==> config.mk <==
export PLATFORM = sky130hd
export DESIGN_NAME = http1_body_framing_select
export DESIGN_NICKNAME = d
export VERILOG_FILES = /design/src/h1bf_pkg.sv /design/src/http1_body_framing_select.sv
export SDC_FILE = /design/constraint.sdc
export NUM_CORES = 1
export LEC_CHECK = 0
export BUFFER_PORTS_ARGS = -buffer_cell sky130_fd_sc_hd__buf_4
export CAP_MARGIN = 20
export CORE_MARGIN = 4
export CORE_UTILIZATION = 55
export CTS_CLUSTER_DIAMETER = 200
export CTS_CLUSTER_SIZE = 12
export DETAILED_ROUTE_END_ITERATION = 10
export GPL_TIMING_DRIVEN = 0
export PLACE_DENSITY = 0.87
export SLEW_MARGIN = 10
export SYNTH_ARGS = -nofsm -noshare
export SYNTH_HDL_FRONTEND = slang
export SYNTH_SLANG_ARGS = --single-unit
==> constraint.sdc <==
create_clock -name i_clk -period 13.52 [get_ports i_clk]
set_input_delay 2.028 -clock i_clk [delete_from_list [all_inputs] [get_ports i_clk]]
set_output_delay 2.028 -clock i_clk [all_outputs]
set_load 0.005 [all_outputs]
==> src/h1bf_pkg.sv <==
// shared codes and types for the http/1 body framing selector
package h1bf_pkg;

    typedef enum logic [2:0] {
        FR_NONE    = 3'd0,
        FR_FIXED   = 3'd1,
        FR_CHUNKED = 3'd2,
        FR_CLOSE   = 3'd3,
        FR_OPAQUE  = 3'd4
    } t_framing;

    typedef enum logic [2:0] {
        ST_CHUNK_LINE = 3'd0,
        ST_FIXED_BODY = 3'd1,
        ST_COMPLETE   = 3'd2,
        ST_CLOSE_BODY = 3'd3,
        ST_OPAQUE     = 3'd4,
        ST_FAILED     = 3'd5
    } t_body_state;

    typedef enum logic [1:0] {
        ERR_NONE      = 2'd0,
        ERR_LIMIT     = 2'd1,
        ERR_AMBIGUOUS = 2'd2,
        ERR_CODING    = 2'd3
    } t_error;

    typedef enum logic [1:0] {
        CODING_NONE    = 2'd0,
        CODING_CHUNKED = 2'd1,
        CODING_OTHER   = 2'd2
    } t_coding;

    typedef enum logic [1:0] {
        METHOD_OTHER   = 2'd0,
        METHOD_HEAD    = 2'd1,
        METHOD_CONNECT = 2'd2
    } t_method;

    localparam logic [9:0] STATUS_INFO_LO     = 10'd100;
    localparam logic [9:0] STATUS_INFO_HI     = 10'd199;
    localparam logic [9:0] STATUS_SWITCHING   = 10'd101;
    localparam logic [9:0] STATUS_SUCCESS_LO  = 10'd200;
    localparam logic [9:0] STATUS_SUCCESS_HI  = 10'd299;
    localparam logic [9:0] STATUS_NO_CONTENT  = 10'd204;
    localparam logic [9:0] STATUS_NOT_MODIFY  = 10'd304;

endpackage

==> src/http1_body_framing_select.sv <==
// top level of the http/1 body framing selector
//
// usage
//   input channel: one request per header summary (i_valid / o_stall);
//   a request is taken at a rising edge with i_valid high and o_stall low
//   output channel: one result request per input (o_valid / i_stall);
//   taken at a rising edge with o_valid high and i_stall low
//   config channel: i_cfg_valid / o_cfg_ready write max_body_length;
//   ready is always high, write only while the block is idle
// timing
//   two register stages: an input register, then the decision logic,
//   then the result register; a result moves from the input register
//   into the result register once that register is free
//   throughput is one request per cycle while i_stall is low, set by the
//   two-stage pipeline with no kept state between requests
// reset (synchronous, active low)
//   both stages empty, max_body_length back to all ones
// stall
//   when i_stall holds a full result register, the input stage holds
//   too and o_stall rises once that stage is also full; nothing is lost
module http1_body_framing_select #(
    parameter int LENGTH_BITS = 48
) (
    input  logic                   i_clk,
    input  logic                   i_rst_n,
    // input channel
    input  logic                   i_valid,
    output logic                   o_stall,
    input  logic                   i_is_response,
    input  logic                   i_version,
    input  logic                   i_framing_malformed,
    input  logic                   i_has_content_length,
    input  logic [LENGTH_BITS-1:0] i_content_length,
    input  logic [1:0]             i_transfer_coding,
    input  logic [9:0]             i_status_code,
    input  logic [1:0]             i_request_method,
    // output channel
    output logic                   o_valid,
    input  logic                   i_stall,
    output logic [2:0]             o_framing,
    output logic [2:0]             o_next_state,
    output logic [LENGTH_BITS-1:0] o_body_remaining,
    output logic [1:0]             o_error,
    // config channel
    input  logic                   i_cfg_valid,
    output logic                   o_cfg_ready,
    input  logic [LENGTH_BITS-1:0] i_cfg_data
);

    // config register
    logic [LENGTH_BITS-1:0] r_max_body_length;

    // input stage
    logic                   r_s1_valid;
    logic                   r_is_response;
    logic                   r_version;
    logic                   r_malformed;
    logic                   r_has_len;
    logic [LENGTH_BITS-1:0] r_len;
    logic [1:0]             r_coding;
    logic [9:0]             r_status;
    logic [1:0]             r_method;

    // result stage
    logic                   r_out_valid;
    logic [2:0]             r_framing;
    logic [2:0]             r_next_state;
    logic [LENGTH_BITS-1:0] r_remaining;
    logic [1:0]             r_error;

    logic                   n_out_valid;
    logic [2:0]             n_framing;
    logic [2:0]             n_next_state;
    logic [LENGTH_BITS-1:0] n_remaining;
    logic [1:0]             n_error;

    logic out_free;
    logic s1_free;

    // decision terms
    logic coding_present;
    logic coding_bad;
    logic over_limit;
    logic info;
    logic success;
    logic no_content;
    logic not_modified;
    logic is_head;
    logic is_connect;

    // handshake: result register frees when empty or taken
    assign out_free    = !r_out_valid || !i_stall;
    assign s1_free     = !r_s1_valid || out_free;
    assign o_stall     = !s1_free;
    assign o_cfg_ready = 1'b1;
    assign n_out_valid = r_s1_valid;

    always_ff @(posedge i_clk) begin
        if (!i_rst_n) begin
            r_max_body_length <= '1;
        end else if (i_cfg_valid && o_cfg_ready) begin
            r_max_body_length <= i_cfg_data;
        end
    end

    // input register
    always_ff @(posedge i_clk) begin
        if (!i_rst_n) begin
            r_s1_valid <= 1'b0;
        end else if (s1_free) begin
            r_s1_valid <= i_valid;
        end
    end

    always_ff @(posedge i_clk) begin
        if (s1_free && i_valid) begin
            r_is_response <= i_is_response;
            r_version     <= i_version;
            r_malformed   <= i_framing_malformed;
            r_has_len     <= i_has_content_length;
            r_len         <= i_content_length;
            r_coding      <= i_transfer_coding;
            r_status      <= i_status_code;
            r_method      <= i_request_method;
        end
    end

    // classification of the held request
    assign coding_present = r_coding != h1bf_pkg::CODING_NONE;
    // anything but chunked, and chunked under http/1.0, is unsupported
    assign coding_bad     = coding_present
                            && (!r_version || r_coding != h1bf_pkg::CODING_CHUNKED);
    assign over_limit     = r_has_len && (r_len > r_max_body_length);
    assign info           = r_status >= h1bf_pkg::STATUS_INFO_LO
                            && r_status <= h1bf_pkg::STATUS_INFO_HI;
    assign success        = r_status >= h1bf_pkg::STATUS_SUCCESS_LO
                            && r_status <= h1bf_pkg::STATUS_SUCCESS_HI;
    assign no_content     = r_status == h1bf_pkg::STATUS_NO_CONTENT;
    assign not_modified   = r_status == h1bf_pkg::STATUS_NOT_MODIFY;
    assign is_head        = r_method == h1bf_pkg::METHOD_HEAD;
    assign is_connect     = r_method == h1bf_pkg::METHOD_CONNECT;

    // decision chain, checks in priority order
    always_comb begin
        n_framing    = h1bf_pkg::FR_NONE;
        n_next_state = h1bf_pkg::ST_FAILED;
        n_remaining  = '0;
        n_error      = h1bf_pkg::ERR_NONE;
        if (r_malformed) begin
            n_error = h1bf_pkg::ERR_AMBIGUOUS;
        end else if (over_limit) begin
            n_error = h1bf_pkg::ERR_LIMIT;
        end else if (r_has_len && coding_present) begin
            // content-length together with transfer-encoding
            n_error = h1bf_pkg::ERR_AMBIGUOUS;
        end else if (r_is_response
                     && (r_status == h1bf_pkg::STATUS_SWITCHING
                         || (is_connect && success))) begin
            // protocol switch or tunnel: the rest of the stream is opaque
            n_framing    = h1bf_pkg::FR_OPAQUE;
            n_next_state = h1bf_pkg::ST_OPAQUE;
        end else if (r_is_response && (coding_present || r_has_len)
                     && (info || no_content)) begin
            // bodiless status that still declares a body
            n_error = h1bf_pkg::ERR_AMBIGUOUS;
        end else if (r_is_response && (is_head || info || no_content || not_modified)) begin
            n_next_state = h1bf_pkg::ST_COMPLETE;
        end else if (coding_present) begin
            if (coding_bad) begin
                n_error = h1bf_pkg::ERR_CODING;
            end else begin
                n_framing    = h1bf_pkg::FR_CHUNKED;
                n_next_state = h1bf_pkg::ST_CHUNK_LINE;
            end
        end else if (r_has_len) begin
            n_framing    = h1bf_pkg::FR_FIXED;
            n_next_state = (r_len == '0) ? h1bf_pkg::ST_COMPLETE
                                         : h1bf_pkg::ST_FIXED_BODY;
            n_remaining  = r_len;
        end else if (r_is_response) begin
            // no length given: response body runs to connection close
            n_framing    = h1bf_pkg::FR_CLOSE;
            n_next_state = h1bf_pkg::ST_CLOSE_BODY;
        end else begin
            // request without length has no body
            n_next_state = h1bf_pkg::ST_COMPLETE;
        end
    end

    // result register
    always_ff @(posedge i_clk) begin
        if (!i_rst_n) begin
            r_out_valid <= 1'b0;
        end else if (out_free) begin
            r_out_valid <= n_out_valid;
        end
    end

    always_ff @(posedge i_clk) begin
        if (out_free && r_s1_valid) begin
            r_framing    <= n_framing;
            r_next_state <= n_next_state;
            r_remaining  <= n_remaining;
            r_error      <= n_error;
        end
    end

    assign o_valid          = r_out_valid;
    assign o_framing        = r_framing;
    assign o_next_state     = r_next_state;
    assign o_body_remaining = r_remaining;
    assign o_error          = r_error;

`ifndef SYNTH
    // a failed result carries no framing and no length
    a_fail_clean: assert property (@(posedge i_clk) disable iff (!i_rst_n)
        o_valid && o_next_state == h1bf_pkg::ST_FAILED
        |-> o_framing == h1bf_pkg::FR_NONE && o_body_remaining == '0)
        else $error("failed result with framing or length");

    // an error code is present exactly when the result is a failure
    a_err_iff_fail: assert property (@(posedge i_clk) disable iff (!i_rst_n)
        o_valid |-> ((o_error != h1bf_pkg::ERR_NONE)
                     == (o_next_state == h1bf_pkg::ST_FAILED)))
        else $error("error code and failed state disagree");

    // fixed framing completes at once only for a zero length
    a_fixed_zero: assert property (@(posedge i_clk) disable iff (!i_rst_n)
        o_valid && o_framing == h1bf_pkg::FR_FIXED
        |-> ((o_body_remaining == '0) == (o_next_state == h1bf_pkg::ST_COMPLETE)))
        else $error("fixed framing length and state disagree");

    // upstream is held back only when both stages are full and blocked
    a_stall_cause: assert property (@(posedge i_clk) disable iff (!i_rst_n)
        o_stall |-> o_valid && i_stall)
        else $error("input stalled without a blocked result");
`endif

endmodule

==> reports/qor.csv <==
metric,value,unit
Synth Net Count,828,
Pwr per Cell Area,124,mW/mm^2
register area share after synthesis,60.7,%
CP Class,in -> out,
vias in the first global route,6048,
hold depth,2,
NetSw,0.295,mW
Tcrit/Tclk final,33.8,%
total number of H-tree levels,4,
diode count,0,
Yosys top cell area share,47.6,%
TNS Setup,0,ns
Avg WL per Cell,19.3,um
CTS resizes,0,
cts hold-fix bufs,0,
Yosys top cell by area,edfxtp_1,
Synth Area per Inst,11.6,um^2
Worst EP required,11.49,ns
DP Cell Count,1015,
area of the multi-input gates,0.00265,mm^2
Max clock buf depth,2,
worst reg2reg path depth,9,
crit start category,input port,
drt drc,0,
HPWL Detailed,15.1,mm
Synth Instances,661,
Worst Tran Pin Value,0.722,ns
crit path DAT,2.54,ns
initial DRC count,633,
Setup WS pre-CTS,8.95,ns
max-slew violations,0,
CP Capture Type,output port,
worst relative slew slack,51.7,%
final global-route overflow total,0,
clk_skew,0.00850,ns
worst r2r dst,o_body_remaining[11]$_SDFFCE_PP0P_,
layout cells sized above 1,26.2,%
antenna violations before repair,0,
Hold EP,r_max_body_length[18]$_SDFFE_PN1P_,
final core utilization,73.6,%
"FF+latch count, synth",172,
Synth Warn #,0,
Worst Hold Slack,0.488,ns
number of port buffers,174,
fin area,0.00990,mm^2
slowest CP cell,and3_1,
All-Layer GR Usage,25.7,%
Final Hold Violating Endpoints,0,
Reg2Reg Setup Slack,10.49,ns
routed wire length,20.2,mm
outcome,"complete, no violations",
fmax,0.219,GHz
die area,0.0159,mm^2
crit path cell chain,"buf_4, and3_1, buf_4",
Lkg Pwr,4.11,nW
cell family with most CP delay,buffers and inverters,
Die H,126,um
post-route ant nets,0,
Core Footprint,0.0135,mm^2
post-synth cell types,49,
critical path's most frequent cell,buf_4,
first-pass GRT wire length,31.8,mm
root buf cell,clkbuf_16,
"slowest stage delay, CP",0.23,ns
row cnt,42,
CP max FO,3,
Power Internal,0.935,mW
"Top FF cell, synth",edfxtp_1,
final setup margin,8.96,ns
placed cell area,0.00934,mm^2
maximum vdd drop,0.101,mV
number of synthesized flops with an enable pin,122,
Logic pwr share,12.3,%
number of fill cells,970,
top post-synthesis cells by area,"edfxtp_1 (48%), dfxtp_1 (13%), ha_1 (7.8%)",
TritonCTS clock tree,yes,
Hold Crit Class,reg -> reg,
"Setup Fix Bufs, Post-CTS",0,
launch point of the worst reg-to-reg path,r_len[46]$_DFFE_PP_,
worst path bufs/invs,2,
Flop pwr share,50.1,%
Starting Density,57.2,%
Max Cap Viol,0,
width of the die,126,um
via-per-instance ratio,5.86,
post-layout min period,4.56,ns
Post-synth ARST share,0,%
routed via count,6137,
clock buffer count from CTS,17,
RSZ-0062 raised after global routing,false,
RD Place Congestion,0.885,
largest net degree at the start of global routing,32,
Layout area overhead,28.8,%
switching portion of total power,24.0,%
Mapped Area,0.00769,mm^2
source of the worst hold timing path,r_max_body_length[18]$_SDFFE_PN1P_,
total I/O pin count,178,
clock share of power,37.6,%
Tot Pwr,1.23,mW
Worst-Skew Late Latency,0.43,ns
fin nets,1025,
register area,0.00466,mm^2
clk slew on worst S/H paths,0.06,ns
clock sink count,172,
final setup fails,0,
DRT Pass-1 Iters,5,
Post-Layout Cell Count,1047,
placed cells by master, fill, tap and decap left out, types with 17 or more instances in the layout:
master,n
a21oi_1,29
buf_4,175
clkbuf_1,29
clkbuf_16,17
dfxtp_1,50
edfxtp_1,122
ha_1,48
inv_1,53
nand2_1,67
nand3_1,50
nor3_1,50
nor4_1,20
o211ai_1,49
worst max path at each step:
stage             from                                  to  slack (ns)  cells past startpoint
2_1_floorplan  i_stall   o_body_remaining[0]$_SDFFCE_PP0P_        6.84                      1
6_report       i_stall                             o_stall        8.96                      3
3_5_place_dp   i_stall                             o_stall        8.95                      3
3_3_place_gp   i_stall  o_body_remaining[28]$_SDFFCE_PP0P_        4.81                      2
5_1_grt        i_stall                             o_stall        8.94                      3
4_1_cts        i_stall                             o_stall        8.95                      3
flip-flops by register name, summed over array words and instances, names as in the netlist, 2 cells and up:
name               count
r_coding               2
r_max_body_length     48
r_status              10
o_error                2
r_len                 48
o_framing              3
r_method               2
o_next_state           3
o_body_remaining      48
cells in the mapped netlist (3+ instances only):
cell      number
nor3_1        50
buf_1          5
nor4_1        20
clkbuf_1      27
dfxtp_1       50
inv_1         53
edfxtp_1     122
o211ai_1      49
nand4_1       16
nor2b_1        4
buf_6          5
a31oi_1        3
nand3_1       50
o21a_1         6
ha_1          48
o21ai_0        9
a21o_1         3
a21oi_1       29
nor2_1         8
nand2_1       67
or4_1          3
tightest hold or removal path, stage by stage, from the launching register on:
cell and delay (ns):
dfxtp_1 0.30, inv_1 0.06, o211ai_1 0.07
final cells by class:
type	count	area share (%)
Buffer	39	2.01
Clock buffer	22	4.79
Clock inverter	10	0.935
Inverter	53	2.01
Multi-Input combinational cell	397	26.7
Sequential cell	172	47.1
Tap cell	176	2.22
Timing Repair Buffer	178	14.2
power by group through the flow:
stage	Clock [mW]	Sequential [mW]	Combinational (mW)
after floorplan	0	0.623	0.0776
after global placement	0	0.629	0.139
after detailed placement	0	0.627	0.148
after CTS	0.466	0.616	0.151
after global routing	0.490	0.618	0.167
final	0.462	0.616	0.151
routing by layer:
| layer | GRT usage [%] | up-vias | part of all wire, % |
|---|---|---|---|
| li1 | - | 2885 | - |
| met1 | 33.1 | 2886 | 40 |
| met2 | 42.9 | 322 | 49 |
| met3 | 6.22 | 44 | 8.7 |
| met4 | 8.64 | 0 | 2.6 |
| met5 | 0 | - | 0 |
kinds of logic (layout without fill, tap and decap cells):
| family | Yosys count | after routing | share of synthesized area (%) |
|---|---|---|---|
| AO/OA/AOI/OAI | 116 | 116 | 10.4 |
| adder cells (fa/ha/maj) | 48 | 48 | 7.81 |
| buffers and inverters | 92 | 302 | 5.17 |
| flip-flops | 172 | 172 | 60.7 |
| multiplexers | 1 | 1 | 0.130 |
| other | 1 | 1 | 0.0488 |
| AND/OR/NAND/NOR | 231 | 231 | 15.8 |
(Power assumes the default switching activity.)
